[src/brf_pkg.sv]
// types and constants for the byte ring fifo
// used by the channel interfaces, the controller, the datapath and the top level
package brf_pkg;

  localparam int BYTE_W  = 8;
  localparam int OP_W    = 3;
  localparam int LEN_W   = 7;
  localparam int CAP_W   = 11;
  localparam int PADDR_W = 3;
  localparam int PDATA_W = 32;

  // register word index, taken from paddr[2]
  localparam logic REG_CAPACITY = 1'b0;

  typedef enum logic [OP_W-1:0] {
    OP_PUSH    = 3'd0,
    OP_PEEK    = 3'd1,
    OP_READ    = 3'd2,
    OP_DISCARD = 3'd3,
    OP_CLEAR   = 3'd4
  } op_t;

  typedef enum logic {
    ST_IDLE,
    ST_RUN
  } state_t;

  // controller to datapath
  typedef struct packed {
    logic load;   // latch the incoming word
    logic exec;   // execute a single-result command
    logic start;  // begin a peek or read sequence
    logic emit;   // send one stored byte
  } cmd_t;

  // datapath to controller
  typedef struct packed {
    logic out_free;
    logic multi;
    logic last_byte;
  } status_t;

endpackage

[src/brf_ctrl.sv]
// controller of the byte ring fifo: command slot and sequencing state machine
// depends on brf_pkg for cmd_t, status_t and state_t
module brf_ctrl (
  input  logic             clk,
  input  logic             rst,
  input  logic             req_valid,
  output logic             req_ready,
  input  brf_pkg::status_t stat,
  output brf_pkg::cmd_t    cmd
);

  brf_pkg::state_t state, state_next;
  logic cmd_valid, cmd_valid_next;
  logic consumed;

  always_ff @(posedge clk) begin
    if (rst) begin
      state     <= brf_pkg::ST_IDLE;
      cmd_valid <= 1'b0;
    end else begin
      state     <= state_next;
      cmd_valid <= cmd_valid_next;
    end
  end

  always_comb begin
    state_next = state;
    cmd        = '0;
    consumed   = 1'b0;
    unique case (state)
      brf_pkg::ST_IDLE: begin
        if (cmd_valid && stat.out_free) begin
          if (stat.multi) begin
            cmd.start  = 1'b1;
            state_next = brf_pkg::ST_RUN;
          end else begin
            cmd.exec = 1'b1;
            consumed = 1'b1;
          end
        end
      end
      brf_pkg::ST_RUN: begin
        if (stat.out_free) begin
          cmd.emit = 1'b1;
          if (stat.last_byte) begin
            consumed   = 1'b1;
            state_next = brf_pkg::ST_IDLE;
          end
        end
      end
      default: state_next = brf_pkg::ST_IDLE;
    endcase
    // the slot refills in the cycle its word is retired
    req_ready      = !cmd_valid || consumed;
    cmd.load       = req_valid && req_ready;
    cmd_valid_next = cmd.load ? 1'b1 : (consumed ? 1'b0 : cmd_valid);
  end

endmodule

[config.mk]
export PLATFORM = sky130hd
export DESIGN_NAME = brf_ctrl
export DESIGN_NICKNAME = d
export VERILOG_FILES = /design/src/brf_pkg.sv /design/src/brf_ctrl.sv
export SDC_FILE = /design/constraint.sdc
export NUM_CORES = 1
export LEC_CHECK = 0
export ABC_AREA = 0
export BUFFER_PORTS_ARGS = -buffer_cell sky130_fd_sc_hd__buf_2
export CORE_AREA = 2 2 39 41
export DETAILED_ROUTE_END_ITERATION = 10
export DIE_AREA = 0 0 41 43
export GPL_ROUTABILITY_DRIVEN = 0
export PLACE_DENSITY = 0.4
export SLEW_MARGIN = 20
export SYNTH_ARGS = -nofsm -noshare
export SYNTH_HDL_FRONTEND = slang
export SYNTH_SLANG_ARGS = --single-unit
export TNS_END_PERCENT = 1
[constraint.sdc]
create_clock -name clk -period 2.77 [get_ports clk]
set_clock_uncertainty 0.15 [all_clocks]
set_input_delay 0 -clock clk [delete_from_list [all_inputs] [get_ports clk]]
set_output_delay 0 -clock clk [all_outputs]
set_load 0.02 [all_outputs]
After elaboration in Yosys (flattened, before gate mapping)
Index checks and enable logic that the tools add are counted.
{ "word_totals": {"regBits": 2, "input_bits": 6, "output_inout_bits": 5, "wordCells": 24} }
{ "op_classes": {"mux": 16, "bitwise": 1, "reduce_logical": 5} }
{ "op_table": {"columns": ["op", "n"], "rows": [
  ["two-way mux 1 bit", 12],
  ["two-way mux 2 bit", 2],
  ["one-hot mux 1 bit (2 select lines)", 2],
  ["logical AND 1 bit", 2],
  ["nonzero test 2 bit", 1],
  ["logical NOT 1 bit", 1],
  ["logical OR 1 bit", 1],
  ["inverter 1 bit", 1]
]} }

Longest topological paths before layout
{ "depth": {"depth_word": 6, "ltp_mapped": 3, "mapped_depth_nobuf": 2} }

Worst setup path after synthesis
No wires, ideal clock.
{ "synth_timing": {"kind": "flip-flop to output port", "from": "register state", "to": "output port req_ready", "arrival_time_ns": 1.012, "required_time_ns": 2.620, "path_slack_ns": 1.608, "path_stages_with_launch": 3, "path_buffers": 0, "path_cell_list": "dfxtp_1 nor2b_1 o31ai_1"} }
{ "synth_via": {"elab_chain_cells": 3} }
{ "synth_lines": {"columns": ["element", "line_no", "text"], "rows": [
  ["from (decl)", "brf_ctrl.sv:12", "brf_pkg::state_t state, state_next;"],
  ["from (signal assigned)", "brf_ctrl.sv:18", "state <= brf_pkg::ST_IDLE;"],
  ["from (signal assigned)", "brf_ctrl.sv:21", "state <= state_next;"],
  ["inverter 1 bit", null, null],
  ["one-hot mux 1 bit (2 select lines) *", "brf_ctrl.sv:30", "unique case (state)"],
  ["logical OR 1 bit *", "brf_ctrl.sv:54", "req_ready = !cmd_valid || consumed;"],
  ["to (decl)", "brf_ctrl.sv:7", "output logic req_ready,"]
]} }
Mark *: on every way between the ends. The rest lies on a longest branch, timed or not.

Worst setup path after layout
{ "layout_timing": {"from": "register state", "to": "register cmd_valid"} }
{ "layout_via": {"elab_chain_cells": 5, "word_cells_on_any_way": 6, "cone_classes": "mux: 2; bitwise: 1; reduce/logical: 3"} }
{ "layout_lines": {"columns": ["element", "line_no", "text"], "rows": [
  ["inverter 1 bit", null, null],
  ["one-hot mux 1 bit (2 select lines) *", "brf_ctrl.sv:30", null],
  ["logical OR 1 bit", "brf_ctrl.sv:54", null],
  ["logical AND 1 bit", "brf_ctrl.sv:55", "cmd.load = req_valid && req_ready;"],
  ["two-way mux 1 bit or nonzero test 2 bit (tied branches)", null, null],
  ["to (signal assigned)", "brf_ctrl.sv:22", "cmd_valid <= cmd_valid_next;"],
  ["to (decl)", "brf_ctrl.sv:13", "logic cmd_valid, cmd_valid_next;"]
]} }
Marked as above.
A chain may end at the register's enable or synchronous reset.

==> impl_metrics.env <==
export IMPL_synth_nets=24
export IMPL_synth_compound_area_share=0.358
export IMPL_fillers=163
export IMPL_end_kind="flip-flop"
export IMPL_drcViolationCount=0
export IMPL_outcome="finished clean"
export IMPL_setup_viol=0
export IMPL_drive_above_1_share=0.500
export IMPL_design_core_area_mm2=0.00138
export IMPL_synth_enable_flop_cells=0
export IMPL_vias=191
export IMPL_required_ps=2720
export IMPL_diodes=0
export IMPL_cts_resized=0
export IMPL_area_growth_pct=81.3
export IMPL_post_cts_buffers=0
export IMPL_grt_setup_unrepaired="no"
export IMPL_drt_iter0_drc=0
export IMPL_grt_util_all_layers=0.0521
export IMPL_synthMuxAreaShare=0
export IMPL_io_pins=11
export IMPL_hold_viol=0
export IMPL_clk_pin_slew_worst_paths_ps=30
export IMPL_path_class="reg2reg"
export IMPL_slew_viol_final=0
export IMPL_syn_area_um2=154
export IMPL_cp_arrival_ps=1620
export IMPL_die_x_um=41
export IMPL_synthAdderAreaFrac=0
export IMPL_ctsHtreeMaxLevel=1
export IMPL_port_buffers=10
export IMPL_ant_nets=0
export IMPL_synth_commonest_cells="dfxtp_1, nand2_1, nor2b_1"
export IMPL_synth_top_family_by_area="compound AO/OA/AOI/OAI gates"
export IMPL_power_density_mw_per_mm2=443
export IMPL_fmax_ghz=0.600
export IMPL_dp_hpwl_um=315
export IMPL_dieArea_mm2=0.00176
export IMPL_avgSynthCellArea_um2=8.55
export IMPL_start_util=0.111
export IMPL_power_total_mw=0.124
export IMPL_grt_max_degree=7
export IMPL_wl_per_cell_um=8.10
export IMPL_synth_xor_area_share=0
export IMPL_ys_types=15
export IMPL_die_y_um=43
export IMPL_synthSimpleGateAreaFrac=0.285
export IMPL_fin_crit_ps=1670
export IMPL_worstHoldPathType="in2out"
export IMPL_ys_top_cells_by_area="dfxtp_1, nor2b_1, and4b_2, o41a_1, o21ba_1"
export IMPL_dp_cells=43
export IMPL_wl_um=405
export IMPL_yosys_register_bits=2
export IMPL_clockBufferDepth=2
export IMPL_rows=14
export IMPL_synth_top_area_cell="dfxtp_1"
export IMPL_clkLatencyLatePin_ps=220
export IMPL_viasPerCell=3.82
export IMPL_setup_tns_ps=0
export IMPL_ys_warn_count=0
export IMPL_max_slew_worst_pin_slew_ps=203
export IMPL_crit_path_max_fanout=6
export IMPL_synth_ff_type="dfxtp_1"
export IMPL_synth_top_area_frac=0.260
export IMPL_cts_buffers=3
export IMPL_worst_setup_path_start_kind="flip-flop"
export IMPL_async_flop_share=0
export IMPL_p_leak_nw=0.144
export IMPL_fin_cells=50
export IMPL_grt_pass1_wl_um=538
export IMPL_syn_instance_count=18
export IMPL_antenna_found_initial=0
export IMPL_max_cap_violations=0
export IMPL_nets=42
export IMPL_grt_pass1_vias=138
export IMPL_cts_tree="done"
export IMPL_cts_sinks=2
export IMPL_synth_seq_area_share=0.260
export IMPL_relSlewSlack=0.863
export IMPL_overflow=0
export IMPL_drtPass1Iterations=1
export IMPL_final_period_utilization=0.601
export IMPL_ir_drop_uv=142
export IMPL_cts_root_buf="clkbuf_4"
-- critical path, cell delays in order, from the launching register on --
cell and delay [ps]:
dfxtp_1 380, nor2b_1 100, o41a_1 360, dlygate4sd3_1 550
-- power breakdown --
group,total [mW],switching (mW),internal [mW]
Sequential,0.0327,0.00197,0.0307
Clock,0.0635,0.0157,0.0477
Combinational,0.0274,0.0131,0.0143
-- logic make-up after synthesis --
family / after synthesis
buf+inv: 3
simple gates: 7
flops: 2
compound gates: 6
-- layout by cell type, fill, tap and decap left out, drive strengths merged --
cell         netlist  final
clkbuf             0      3
o41a               1      1
buf                1     10
nand2              2      2
o32ai              1      1
nor3               1      1
o31ai              1      1
nor2b              2      2
dlygate4sd3        0      4
and2               1      1
dfxtp              2      2
a21boi             1      1
and4b              1      1
inv                2      2
o21ba              2      2
-- flip-flops by register name, indices dropped and copies added (netlist names) --
name,count
cmd_valid,1
state,1
-- repair_timing --
item	4_1_cts	5_1_grt
hold endpoints to repair	2	0
hold buffers	4	0
setup endpoints to repair	0	0
-- cell type report --
class	instances	area [µm²]	area share
inverters	2	7.51	0.0269
repair buffers	14	90.1	0.323
clock buffers	3	22.5	0.0807
multi-input cells	13	98.8	0.354
flip-flops and latches	2	40.0	0.143
well taps	16	20.0	0.0717
-- through the flow --
step	util	hold WS [ps]	worst slack [ps]	area, µm²
finish	0.202	138	1100	279
global placement	0.156	127	1630	216
detailed placement	0.156	124	1650	216
CTS	0.202	138	1090	279
floorplan	-	-61.3	1610	154
global route	0.202	151	1020	279
-- metal layers --
layer | track usage | share of wire
met5 | 0 | 0
met2 | 0.0563 | 0.38
met4 | 0.0400 | 0
met1 | 0.0511 | 0.48
met3 | 0.0628 | 0.14
-- path summary, 6_finish.rpt --
check                    to  slack, ps      start  cells past startpoint
setup / recovery  cmd_valid       1100      state                      3
setup reg to reg  cmd_valid       1100      state                      3
hold / removal       cmd[2]        140    stat[1]                      3
hold reg to reg   cmd_valid       1070  cmd_valid                      3
Power figures use the tool's default switching activity.
